`src/rsw_pkg.sv`:
```
`default_nettype none
package rsw_pkg;

  // scan shape constants
  localparam int DEAD_POINTS       = 20;
  localparam int PULSE_DELAY       = 10;
  localparam int STAIR_DOWN_FRAMES = 3;
  localparam int MV_LIMIT          = 10000;

  // widths
  localparam int S_W    = 14;  // sample index
  localparam int FI_W   = 12;  // frame index
  localparam int SL_W   = 15;  // line length
  localparam int NF_W   = 13;  // frames per volume
  localparam int AMP_W  = 15;
  localparam int MV_W   = 15;
  localparam int FAC_W  = 16;  // multiplier factor
  localparam int DEN_W  = 16;  // divisor
  localparam int NUM_W  = FAC_W + AMP_W;  // dividend and quotient
  localparam int BASE_W = 17;
  localparam int RES_W  = NUM_W + 2;
  localparam int FD_W   = $clog2(STAIR_DOWN_FRAMES);
  localparam int CNT_W  = $clog2(NUM_W);

  typedef logic [S_W-1:0]           sidx_t;
  typedef logic [FI_W-1:0]          fidx_t;
  typedef logic [SL_W-1:0]          sl_t;
  typedef logic [NF_W-1:0]          nf_t;
  typedef logic [AMP_W-1:0]         amp_t;
  typedef logic signed [MV_W-1:0]   mv_t;
  typedef logic [FAC_W-1:0]         fac_t;
  typedef logic [DEN_W-1:0]         den_t;
  typedef logic [NUM_W-1:0]         num_t;
  typedef logic signed [BASE_W-1:0] base_t;
  typedef logic signed [RES_W-1:0]  res_t;
  typedef logic [FD_W-1:0]          fd_t;
  typedef logic [CNT_W-1:0]         cnt_t;

  // configuration register indexes
  typedef logic [2:0] reg_idx_t;
  localparam reg_idx_t REG_LINE_POINTS       = 3'd0;
  localparam reg_idx_t REG_FLYBACK_POINTS    = 3'd1;
  localparam reg_idx_t REG_FRAMES_PER_VOLUME = 3'd2;
  localparam reg_idx_t REG_VOLUME_MODE       = 3'd3;
  localparam reg_idx_t REG_X_AMPLITUDE       = 3'd4;
  localparam reg_idx_t REG_X_OFFSET          = 3'd5;
  localparam reg_idx_t REG_Y_AMPLITUDE       = 3'd6;
  localparam reg_idx_t REG_Y_OFFSET          = 3'd7;

  // offsets held as raw two's complement bits
  typedef struct packed {
    logic [13:0] line_points;
    logic [10:0] flyback_points;
    logic [12:0] frames_per_volume;
    logic        volume_mode;
    logic [14:0] x_amplitude;
    logic [14:0] x_offset;
    logic [14:0] y_amplitude;
    logic [14:0] y_offset;
  } cfg_t;

  // one quotient term: value = base +/- (fac * amp) / den, with the quotient zero when den is zero
  typedef struct packed {
    fac_t  fac;
    amp_t  amp;
    den_t  den;
    base_t base;
    logic  neg;
  } term_t;

  function automatic mv_t sat_mv(input res_t v);
    mv_t r;
    if (v > res_t'(MV_LIMIT)) begin
      r = mv_t'(MV_LIMIT);
    end else if (v < -res_t'(MV_LIMIT)) begin
      r = mv_t'(-MV_LIMIT);
    end else begin
      r = v[MV_W-1:0];
    end
    return r;
  endfunction

endpackage
`default_nettype wire

```
`src/rsw_term.sv`:
```
`default_nettype none
// Forms the X and Y quotient terms for one sample from the indices and
// the configuration.
module rsw_term (
  input  rsw_pkg::cfg_t  cfg,
  input  rsw_pkg::sidx_t s_idx,
  input  rsw_pkg::fidx_t f_idx,
  input  rsw_pkg::sl_t   sl,
  input  rsw_pkg::nf_t   nf,
  output rsw_pkg::term_t x_term,
  output rsw_pkg::term_t y_term
);

  rsw_pkg::base_t x_top;
  rsw_pkg::base_t x_amp_e;
  rsw_pkg::sl_t   s_pd;
  rsw_pkg::sl_t   x_tot;
  rsw_pkg::sidx_t fly_start;
  logic           in_dead;
  logic           in_ramp;
  logic           in_fly;
  logic           has_ramp;

  rsw_pkg::base_t y_off;
  rsw_pkg::base_t y_half;
  rsw_pkg::nf_t   ds;
  rsw_pkg::nf_t   nf_m1;
  rsw_pkg::fidx_t f_cl;
  rsw_pkg::fd_t   fd;
  rsw_pkg::den_t  j_idx;

  // X: dead span, ramp down, flyback up, closing dead span
  always_comb begin
    x_top   = $signed({{2{cfg.x_offset[14]}}, cfg.x_offset})
            + $signed({3'b000, cfg.x_amplitude[14:1]});
    x_amp_e = $signed({2'b00, cfg.x_amplitude});
    s_pd    = {1'b0, s_idx} + rsw_pkg::sl_t'(rsw_pkg::DEAD_POINTS);
    x_tot   = {1'b0, cfg.line_points} + {4'b0000, cfg.flyback_points};
    in_dead = s_idx < rsw_pkg::sidx_t'(rsw_pkg::DEAD_POINTS);
    in_ramp = !in_dead && (s_pd < {1'b0, cfg.line_points});
    in_fly  = !in_dead && !in_ramp && (s_pd < x_tot);
    has_ramp = cfg.line_points > rsw_pkg::sidx_t'(2 * rsw_pkg::DEAD_POINTS);
    fly_start = has_ramp ?
                cfg.line_points - rsw_pkg::sidx_t'(rsw_pkg::DEAD_POINTS) :
                rsw_pkg::sidx_t'(rsw_pkg::DEAD_POINTS);

    x_term.amp  = cfg.x_amplitude;
    x_term.fac  = '0;
    x_term.den  = '0;
    x_term.base = x_top;
    x_term.neg  = 1'b0;
    if (in_ramp) begin
      x_term.fac = rsw_pkg::fac_t'(s_idx);
      x_term.den = rsw_pkg::den_t'(cfg.line_points
                 - rsw_pkg::sidx_t'(rsw_pkg::DEAD_POINTS + 1));
      x_term.neg = 1'b1;
    end else if (in_fly) begin
      x_term.fac  = rsw_pkg::fac_t'(s_idx - fly_start);
      x_term.den  = rsw_pkg::den_t'(cfg.flyback_points);
      x_term.base = has_ramp ? x_top - x_amp_e : x_top;
    end
  end

  // Y: constant in line mode, staircase then linear ramp down in volume mode
  always_comb begin
    y_off  = $signed({{2{cfg.y_offset[14]}}, cfg.y_offset});
    y_half = $signed({3'b000, cfg.y_amplitude[14:1]});
    ds     = (nf > rsw_pkg::nf_t'(rsw_pkg::STAIR_DOWN_FRAMES)) ?
             nf - rsw_pkg::nf_t'(rsw_pkg::STAIR_DOWN_FRAMES) : '0;
    nf_m1  = nf - rsw_pkg::nf_t'(1);
    f_cl   = ({1'b0, f_idx} > nf_m1) ? nf_m1[rsw_pkg::FI_W-1:0] : f_idx;
    fd     = rsw_pkg::fd_t'({1'b0, f_cl} - ds);
    j_idx  = rsw_pkg::den_t'(fd) * rsw_pkg::den_t'(sl) + rsw_pkg::den_t'(s_idx);

    y_term.amp  = cfg.y_amplitude;
    y_term.fac  = '0;
    y_term.den  = '0;
    y_term.base = y_off;
    y_term.neg  = 1'b0;
    if (cfg.volume_mode) begin
      if ({1'b0, f_cl} < ds) begin
        y_term.fac  = rsw_pkg::fac_t'(f_cl);
        y_term.den  = rsw_pkg::den_t'(nf
                    - rsw_pkg::nf_t'(rsw_pkg::STAIR_DOWN_FRAMES + 1));
        y_term.base = y_off - y_half;
      end else begin
        y_term.fac  = j_idx;
        y_term.den  = rsw_pkg::den_t'(sl)
                    * rsw_pkg::den_t'(rsw_pkg::STAIR_DOWN_FRAMES)
                    - rsw_pkg::den_t'(1);
        y_term.base = y_off + y_half;
        y_term.neg  = 1'b1;
      end
    end
  end

endmodule
`default_nettype wire

```
`src/rsw_div.sv`:
```
`default_nettype none
// Shared multiply-then-divide unit: the product fac*amp is taken on start,
// then a restoring division retires one quotient bit per cycle.
module rsw_div (
  input  logic           clk,
  input  logic           rst,
  input  logic           start,
  input  rsw_pkg::fac_t  fac,
  input  rsw_pkg::amp_t  amp,
  input  rsw_pkg::den_t  den,
  output logic           done,
  output rsw_pkg::num_t  quo
);

  rsw_pkg::num_t quo_sh;
  rsw_pkg::den_t rem;
  rsw_pkg::den_t den_r;
  rsw_pkg::cnt_t cnt;
  logic          running;

  logic [rsw_pkg::DEN_W:0] shifted;
  logic                    ge;

  // trial subtract
  always_comb begin
    shifted = {rem, quo_sh[rsw_pkg::NUM_W-1]};
    ge      = shifted >= {1'b0, den_r};
  end

  // control
  always_ff @(posedge clk) begin
    if (rst) begin
      running <= 1'b0;
      done    <= 1'b0;
      cnt     <= '0;
    end else begin
      done <= 1'b0;
      if (start) begin
        running <= 1'b1;
        cnt     <= rsw_pkg::cnt_t'(rsw_pkg::NUM_W - 1);
      end else if (running) begin
        if (cnt == '0) begin
          running <= 1'b0;
          done    <= 1'b1;
        end else begin
          cnt <= cnt - rsw_pkg::cnt_t'(1);
        end
      end
    end
  end

  // datapath
  always_ff @(posedge clk) begin
    if (start) begin
      quo_sh <= rsw_pkg::num_t'(fac) * rsw_pkg::num_t'(amp);
      rem    <= '0;
      den_r  <= den;
    end else if (running) begin
      quo_sh <= {quo_sh[rsw_pkg::NUM_W-2:0], ge};
      rem    <= ge ? rsw_pkg::den_t'(shifted - {1'b0, den_r}) :
                     shifted[rsw_pkg::DEN_W-1:0];
    end
  end

  // zero divisor gives a zero quotient
  assign quo = (den_r == '0) ? '0 : quo_sh;

endmodule
`default_nettype wire

```
`src/raster_scan_waveform_generator.sv`:
```
`default_nettype none
// Galvo raster scan sample generator.
// Each transfer on the slave stream (s_tdata bit 0 = restart) asks for one
// scan sample; restart high jumps to sample 0 of frame 0 first. One result
// transfer follows on the master stream: X and Y drive in millivolts, the
// camera trigger level, tlast on the last sample of a line and tuser on
// the last sample of a volume (of every line in line mode).
// The configuration port writes one register per cycle with cfg_we; write
// only while no sample is in progress.
// The result is formed by the shared multiply-divide unit, run once for X
// and once for Y between the PREP, XLOAD, YLOAD and OUT sequencing
// states; a new input is taken only once the sequencer is back in idle.
// s_tready is high only while the sequencer is idle. A finished result
// waits in the output register while m_tready is low, and the next input
// may be taken meanwhile; its result is held back until the first leaves.
// Reset restores the register defaults, clears the scan position to
// sample 0 of frame 0 and empties the output register.
module raster_scan_waveform_generator (
  input  logic        clk,
  input  logic        rst,
  input  logic        s_tvalid,
  output logic        s_tready,
  input  logic [7:0]  s_tdata,   // [0] restart, [7:1] zero
  output logic        m_tvalid,
  input  logic        m_tready,
  output logic [31:0] m_tdata,   // [14:0] x_mv, [29:15] y_mv, [30] camera_trigger, [31] zero
  output logic        m_tlast,   // line_end
  output logic        m_tuser,   // volume_end
  input  logic        cfg_we,
  input  logic [2:0]  cfg_index,
  input  logic [14:0] cfg_data
);

  localparam logic [2:0] ST_IDLE  = 3'd0;
  localparam logic [2:0] ST_PREP  = 3'd1;
  localparam logic [2:0] ST_XLOAD = 3'd2;
  localparam logic [2:0] ST_XDIV  = 3'd3;
  localparam logic [2:0] ST_YLOAD = 3'd4;
  localparam logic [2:0] ST_YDIV  = 3'd5;
  localparam logic [2:0] ST_OUT   = 3'd6;

  logic [2:0]     state;
  rsw_pkg::cfg_t  cfg;
  rsw_pkg::sidx_t sample_index;
  rsw_pkg::fidx_t frame_index;

  rsw_pkg::sidx_t s_w;
  rsw_pkg::fidx_t f_w;
  logic           trig_w;
  logic           lend_w;
  logic           vend_w;
  rsw_pkg::mv_t   x_res;
  rsw_pkg::mv_t   y_res;
  rsw_pkg::term_t x_t_r;
  rsw_pkg::term_t y_t_r;
  rsw_pkg::term_t x_term;
  rsw_pkg::term_t y_term;
  rsw_pkg::term_t div_term;
  rsw_pkg::term_t cur_term;

  rsw_pkg::sl_t   sl;
  rsw_pkg::nf_t   nf;
  rsw_pkg::sl_t   x_tot;
  rsw_pkg::sidx_t s_cur;
  rsw_pkg::fidx_t f_cur;
  logic           lend;
  logic           vend;
  logic           trig;
  logic           in_xfer;
  logic           div_start;
  logic           div_done;
  rsw_pkg::num_t  div_quo;
  rsw_pkg::res_t  base_e;
  rsw_pkg::res_t  q_e;
  rsw_pkg::res_t  sum;
  rsw_pkg::mv_t   sat_val;

  assign s_tready = (state == ST_IDLE);
  assign in_xfer  = s_tvalid && s_tready;

  // line length and frame count, clamped
  always_comb begin
    x_tot = {1'b0, cfg.line_points} + {4'b0000, cfg.flyback_points};
    if (x_tot == '0) begin
      sl = rsw_pkg::sl_t'(1);
    end else if (x_tot > rsw_pkg::sl_t'(16384)) begin
      sl = rsw_pkg::sl_t'(16384);
    end else begin
      sl = x_tot;
    end
    if (cfg.frames_per_volume == '0) begin
      nf = rsw_pkg::nf_t'(1);
    end else if (cfg.frames_per_volume > rsw_pkg::nf_t'(4096)) begin
      nf = rsw_pkg::nf_t'(4096);
    end else begin
      nf = cfg.frames_per_volume;
    end
  end

  // position and flags of the sample being requested
  always_comb begin
    s_cur = s_tdata[0] ? '0 : sample_index;
    f_cur = (s_tdata[0] || !cfg.volume_mode) ? '0 : frame_index;
    lend  = {1'b0, s_cur} >= sl - rsw_pkg::sl_t'(1);
    vend  = lend && (!cfg.volume_mode || ({1'b0, f_cur} >= nf - rsw_pkg::nf_t'(1)));
    trig  = (s_cur >= rsw_pkg::sidx_t'(rsw_pkg::PULSE_DELAY))
         && ({1'b0, s_cur} < (sl >> 1));
  end

  // configuration registers
  always_ff @(posedge clk) begin
    if (rst) begin
      cfg.line_points       <= 14'd1024;
      cfg.flyback_points    <= 11'd100;
      cfg.frames_per_volume <= 13'd256;
      cfg.volume_mode       <= 1'b0;
      cfg.x_amplitude       <= 15'd2000;
      cfg.x_offset          <= 15'd0;
      cfg.y_amplitude       <= 15'd2000;
      cfg.y_offset          <= 15'd0;
    end else if (cfg_we) begin
      unique case (cfg_index)
        rsw_pkg::REG_LINE_POINTS:       cfg.line_points       <= cfg_data[13:0];
        rsw_pkg::REG_FLYBACK_POINTS:    cfg.flyback_points    <= cfg_data[10:0];
        rsw_pkg::REG_FRAMES_PER_VOLUME: cfg.frames_per_volume <= cfg_data[12:0];
        rsw_pkg::REG_VOLUME_MODE:       cfg.volume_mode       <= cfg_data[0];
        rsw_pkg::REG_X_AMPLITUDE:       cfg.x_amplitude       <= cfg_data;
        rsw_pkg::REG_X_OFFSET:          cfg.x_offset          <= cfg_data;
        rsw_pkg::REG_Y_AMPLITUDE:       cfg.y_amplitude       <= cfg_data;
        rsw_pkg::REG_Y_OFFSET:          cfg.y_offset          <= cfg_data;
        default: ;
      endcase
    end
  end

  // scan position, advanced on each input transfer
  always_ff @(posedge clk) begin
    if (rst) begin
      sample_index <= '0;
      frame_index  <= '0;
    end else if (in_xfer) begin
      if (lend) begin
        sample_index <= '0;
        frame_index  <= vend ? '0 : f_cur + rsw_pkg::fidx_t'(1);
      end else begin
        sample_index <= s_cur + rsw_pkg::sidx_t'(1);
        frame_index  <= f_cur;
      end
    end
  end

  // operand formation
  rsw_term u_term (
    .cfg    (cfg),
    .s_idx  (s_w),
    .f_idx  (f_w),
    .sl     (sl),
    .nf     (nf),
    .x_term (x_term),
    .y_term (y_term)
  );

  assign div_start = (state == ST_XLOAD) || (state == ST_YLOAD);
  assign div_term  = (state == ST_YLOAD) ? y_t_r : x_t_r;

  rsw_div u_div (
    .clk   (clk),
    .rst   (rst),
    .start (div_start),
    .fac   (div_term.fac),
    .amp   (div_term.amp),
    .den   (div_term.den),
    .done  (div_done),
    .quo   (div_quo)
  );

  // base +/- quotient, then saturation
  always_comb begin
    cur_term = (state == ST_YDIV) ? y_t_r : x_t_r;
    base_e   = {{(rsw_pkg::RES_W - rsw_pkg::BASE_W){cur_term.base[rsw_pkg::BASE_W-1]}},
                cur_term.base};
    q_e      = $signed({{(rsw_pkg::RES_W - rsw_pkg::NUM_W){1'b0}}, div_quo});
    sum      = cur_term.neg ? base_e - q_e : base_e + q_e;
    sat_val  = rsw_pkg::sat_mv(sum);
  end

  // sequencer
  always_ff @(posedge clk) begin
    if (rst) begin
      state    <= ST_IDLE;
      m_tvalid <= 1'b0;
    end else begin
      // result taken; in ST_OUT the next one may replace it at once
      if (m_tvalid && m_tready && state != ST_OUT) begin
        m_tvalid <= 1'b0;
      end
      unique case (state)
        ST_IDLE: begin
          if (in_xfer) begin
            state <= ST_PREP;
          end
        end
        ST_PREP:  state <= ST_XLOAD;
        ST_XLOAD: state <= ST_XDIV;
        ST_XDIV: begin
          if (div_done) begin
            state <= ST_YLOAD;
          end
        end
        ST_YLOAD: state <= ST_YDIV;
        ST_YDIV: begin
          if (div_done) begin
            state <= ST_OUT;
          end
        end
        ST_OUT: begin
          if (!m_tvalid || m_tready) begin
            m_tvalid <= 1'b1;
            state    <= ST_IDLE;
          end
        end
        default: state <= ST_IDLE;
      endcase
    end
  end

  // work registers and output payload
  always_ff @(posedge clk) begin
    if (in_xfer) begin
      s_w    <= s_cur;
      f_w    <= f_cur;
      trig_w <= trig;
      lend_w <= lend;
      vend_w <= vend;
    end
    if (state == ST_PREP) begin
      x_t_r <= x_term;
      y_t_r <= y_term;
    end
    if (state == ST_XDIV && div_done) begin
      x_res <= sat_val;
    end
    if (state == ST_YDIV && div_done) begin
      y_res <= sat_val;
    end
    // payload changes only once the previous result has left
    if (state == ST_OUT && (!m_tvalid || m_tready)) begin
      m_tdata <= {1'b0, trig_w, y_res, x_res};
      m_tlast <= lend_w;
      m_tuser <= vend_w;
    end
  end

endmodule
`default_nettype wire

```
`config.mk`:
```
export PLATFORM = sky130hd
export DESIGN_NAME = raster_scan_waveform_generator
export DESIGN_NICKNAME = d
export VERILOG_FILES = /design/src/rsw_pkg.sv /design/src/rsw_term.sv /design/src/rsw_div.sv /design/src/raster_scan_waveform_generator.sv
export SDC_FILE = /design/constraint.sdc
export NUM_CORES = 2
export LEC_CHECK = 0
export ABC_AREA = 0
export BUFFER_PORTS_ARGS = -buffer_cell sky130_fd_sc_hd__buf_2
export CAP_MARGIN = 20
export CORE_ASPECT_RATIO = 0.9
export CORE_MARGIN = 2
export CORE_UTILIZATION = 26
export DETAILED_ROUTE_END_ITERATION = 6
export PLACE_DENSITY = 0.38
export SYNTH_ARGS = -nofsm -noshare
export SYNTH_HDL_FRONTEND = slang
export SYNTH_HIERARCHICAL = 1
export SYNTH_SLANG_ARGS = --single-unit
```
`constraint.sdc`:
```
create_clock -name clk -period 22.4 [get_ports clk]
set_input_delay 3.36 -clock clk [delete_from_list [all_inputs] [get_ports clk]]
set_output_delay 3.36 -clock clk [all_outputs]
set_load 0.03 [all_outputs]
```
==> flow_summary_export.csv <==
group,metric,value,unit
run_status,outcome,"finished, final reports clean",
setup_path,worstPathArrival,9.16,ns
route,vias,30530,
setup_path,critical_path_required,22.79,ns
clocking,clockBufferDepth,3,
finish,synthToLayoutAreaGrowth,9.940,%
synthesis,number_of_enable_type_register_cells_in_the_synthesized_netlist,269,
clocking,clockRootBuffer,"clkbuf_16",
synthesis,yosysSeqAreaShare,28.13,%
floorplan,fp-row-count,135,
finish,post_route_cells_drive_above_1_share,7.862,%
grt,use_met2,25.05,%
finish,num-nets-final,5004,
route,tritonroute_pass_1_iters,5,
clocking,cts_post_setup_buffers_inserted,0,
route,detail_route.wl_per_cell,19.40,µm
route,drc,0,
sta,setup_skew,0.02996,ns
grt,groute.layer.met3.usage,1.999,%
route,avgViaCountPerCell,4.751,
floorplan,die-area,0.1552,mm²
setup_path,critPathBufInv,1,
route,wl,124600,µm
grt,groute.layer.met1.usage,22.96,%
setup_path,critical_path_peak_fanout,17,
sta,setup_repair_after_global_routing_missed_its_margin,"no",
floorplan,floorplan.die.height,373.9,µm
setup_path,worst-setup-path-type,"reg -> reg",
sta,setup_tns,0,ns
placement,placement.io_buffers,58,
sta,layout_min_cycle_time,8.776,ns
job,max_cap_violations,0,
setup_path,end_kind,"flop",
floorplan,core-area,0.1507,mm²
synthesis,yosys_warnings,6,
clocking,tritoncts.num_buffers,51,
synthesis,synth_largest_type_area_fraction,20.43,%
placement,post-dp-hpwl,97390,µm
sta,setup_violations,0,
hold_path,hold_class,"reg -> reg",
sta,tightestPinTransition,0.9180,ns
clocking,tritoncts_num_sinks,421,
setup_path,critPathMaxStageDelay,0.74,ns
sta,timing.final.hold_violations,0,
power,cellPowerDensity,111.0,mW/mm²
clocking,insertion_delay,0.63,ns
grt,gr-max-usage-layer,"met2",
synthesis,syn_nets,5051,
clocking,cts_hold_buffers,0,
finish,multi_input_logic_area,0.02581,mm²
sta,max_freq,113.9,MHz
setup_path,critical-path-top-cell-by-count,"ha_1",
finish,register_area,0.01112,mm²
floorplan,initial_utilization,26.24,%
placement,final_wtd_congestion,0.8327,
synthesis,ys.flop_type,"edfxtp_1",
synthesis,synth_cells,4443,
synthesis,synthMostInstantiatedCell,"nand2_1",
setup_path,worstSetupStartpointType,"flop",
power,cellLeakagePower,18.41,nW
grt,grt_first_pass_wirelength,191100,µm
synthesis,ys_top_cells_by_area,"edfxtp_1 (20%), ha_1 (12%), fa_1 (10%)",
setup_path,cp_slowest_cell,"a41oi_2",
floorplan,top_level_port_count,67,
synthesis,synthesis.area,0.03954,mm²
clocking,htree_levels,2,
power,vdd_ir_drop_max,0.0001487,V
route,drtIter0Drc,1848,
clocking,clk_transition_reported_paths,0.06,ns
setup_path,critical-path-top-delay-family,"compound AO/OA/AOI/OAI gates",
synthesis,register_bit_total_from_synthesis,421,
grt,first_global_vias,30520,
clocking,tritoncts_clock_tree,"yes",
sta,relSlewSlack,38.62,%
sta,report.final.slew_viol_count,0,
clocking,cts.repair.resized,0,
synthesis,ys_async_sr_fraction,0,%
floorplan,die_w,415.0,µm
grt,overflow,0,
route,antenna_left,0,
grt,grt_max_degree,62,
synthesis,synth.distinct_cells,108,
grt,grtUsageTotal,15.85,%
synthesis,largest_area_contributor_in_the_synthesized_netlist,"edfxtp_1",
finish,fillCellCount,16110,
synthesis,syn_avg_cell_area,8.899,µm²
sta,final_clock_period_utilization_by_the_worst_path,39.18,%
finish,finalCoreUtilization,28.85,%
grt,antenna_violations_before_repair,2,
synthesis,ys_top_cells_by_count,"nand2_1 (563), inv_1 (439), ha_1 (375)",
==> routing by layer <==
metal	vias up	wire length, µm	share of wire (%)
li1	15310	-	-
met1	14650	62860	50
met2	477	54710	44
met3	100	4567	3.7
met4	0	2514	2.0
met5	-	0	0
==> cells by family (layout without fill, tap and decap cells) <==
logic type / count (synthesis) / count (layout) / share of synthesized area (%)
other: 1 / 2 / 0.009485
and+or+nand+nor: 1514 / 1514 / 18.77
DFF: 421 / 421 / 28.13
AOI/OAI and AO/OA: 885 / 885 / 14.68
xor gates and xnor gates: 266 / 266 / 5.893
adders and majority gates: 577 / 577 / 22.10
buffers and inverters: 644 / 640 / 6.696
muxes: 135 / 135 / 3.731
==> report_power, final <==
part           switching (mW)  total (mW)  internal [mW]
Sequential             0.0422       0.957          0.915
Clock                   0.366       0.866          0.499
Combinational            1.83        3.00           1.17
Total                    2.24        4.83           2.59
==> placed cells by master (no fill, tap or decap), types with 14 or more instances in the layout <==
cell type / count
mux2i_1: 35
a211o_1: 14
a21o_1: 73
edfxtp_1: 269
xor2_1: 114
inv_1: 438
nand3_1: 92
o21bai_1: 16
a211oi_1: 44
o31ai_1: 24
or2_2: 18
nor2_1: 247
nor3_1: 78
and3_1: 22
clkbuf_16: 55
o21ai_0: 132
ha_1: 375
o21ai_1: 24
o21a_1: 40
mux2_2: 97
nand2_1: 563
buf_2: 57
dfxtp_1: 152
a31oi_1: 32
nand4_1: 46
fa_1: 202
nand2b_1: 60
nor2b_1: 59
a21oi_1: 303
nor4_1: 33
or3_1: 22
xnor2_1: 152
o211ai_1: 27
buf_4: 42
o22ai_1: 16
and2_1: 209
==> sequential cells by signal, indices dropped and copies added, names as in the netlist, 5 cells and up <==
name,count
cfg,99
x_t_r,65
y_t_r,65
m_tdata,31
u_div/quo_sh,31
u_div/den_r,16
u_div/rem,16
x_res,15
y_res,15
s_w,14
sample_index,14
f_w,12
frame_index,12
u_div/cnt,5
==> cell type report <==
type / count / share of cell area (%)
Tap cell: 1986 / 5.717
Antenna cell: 1 / 0.005757
Sequential cell: 421 / 25.58
Clock inverter: 26 / 0.5699
Timing Repair Buffer: 101 / 1.448
Clock buffer: 70 / 3.480
Inverter: 443 / 3.826
Multi-Input combinational cell: 3378 / 59.37
==> metrics by stage <==
step	worst slack [ns]	cell area, µm²	cells	hold slack [ns]	total power [mW]
final	13.62	43470	6426	0.4125	4.826
after global routing	12.90	43460	6425	0.4237	5.307
after CTS	13.52	43440	6422	0.4022	4.887
after detailed placement	13.59	41680	6326	0.4061	3.986
after global placement	13.58	41660	6325	0.4019	4.002
after floorplan	14.65	39540	4443	0.4003	3.211
==> path summary, 6_finish.rpt <==
path | to | slack [ns] | cells past startpoint | startpoint
max reg2reg | y_t_r[16] | 13.62 | 28 | cfg[66]
max | y_t_r[16] | 13.62 | 28 | cfg[66]
min reg2reg | m_tdata[30] | 0.41 | 0 | trig_w
min | m_tdata[30] | 0.41 | 0 | trig_w
No activity file was read; power rests on OpenSTA's default activity.
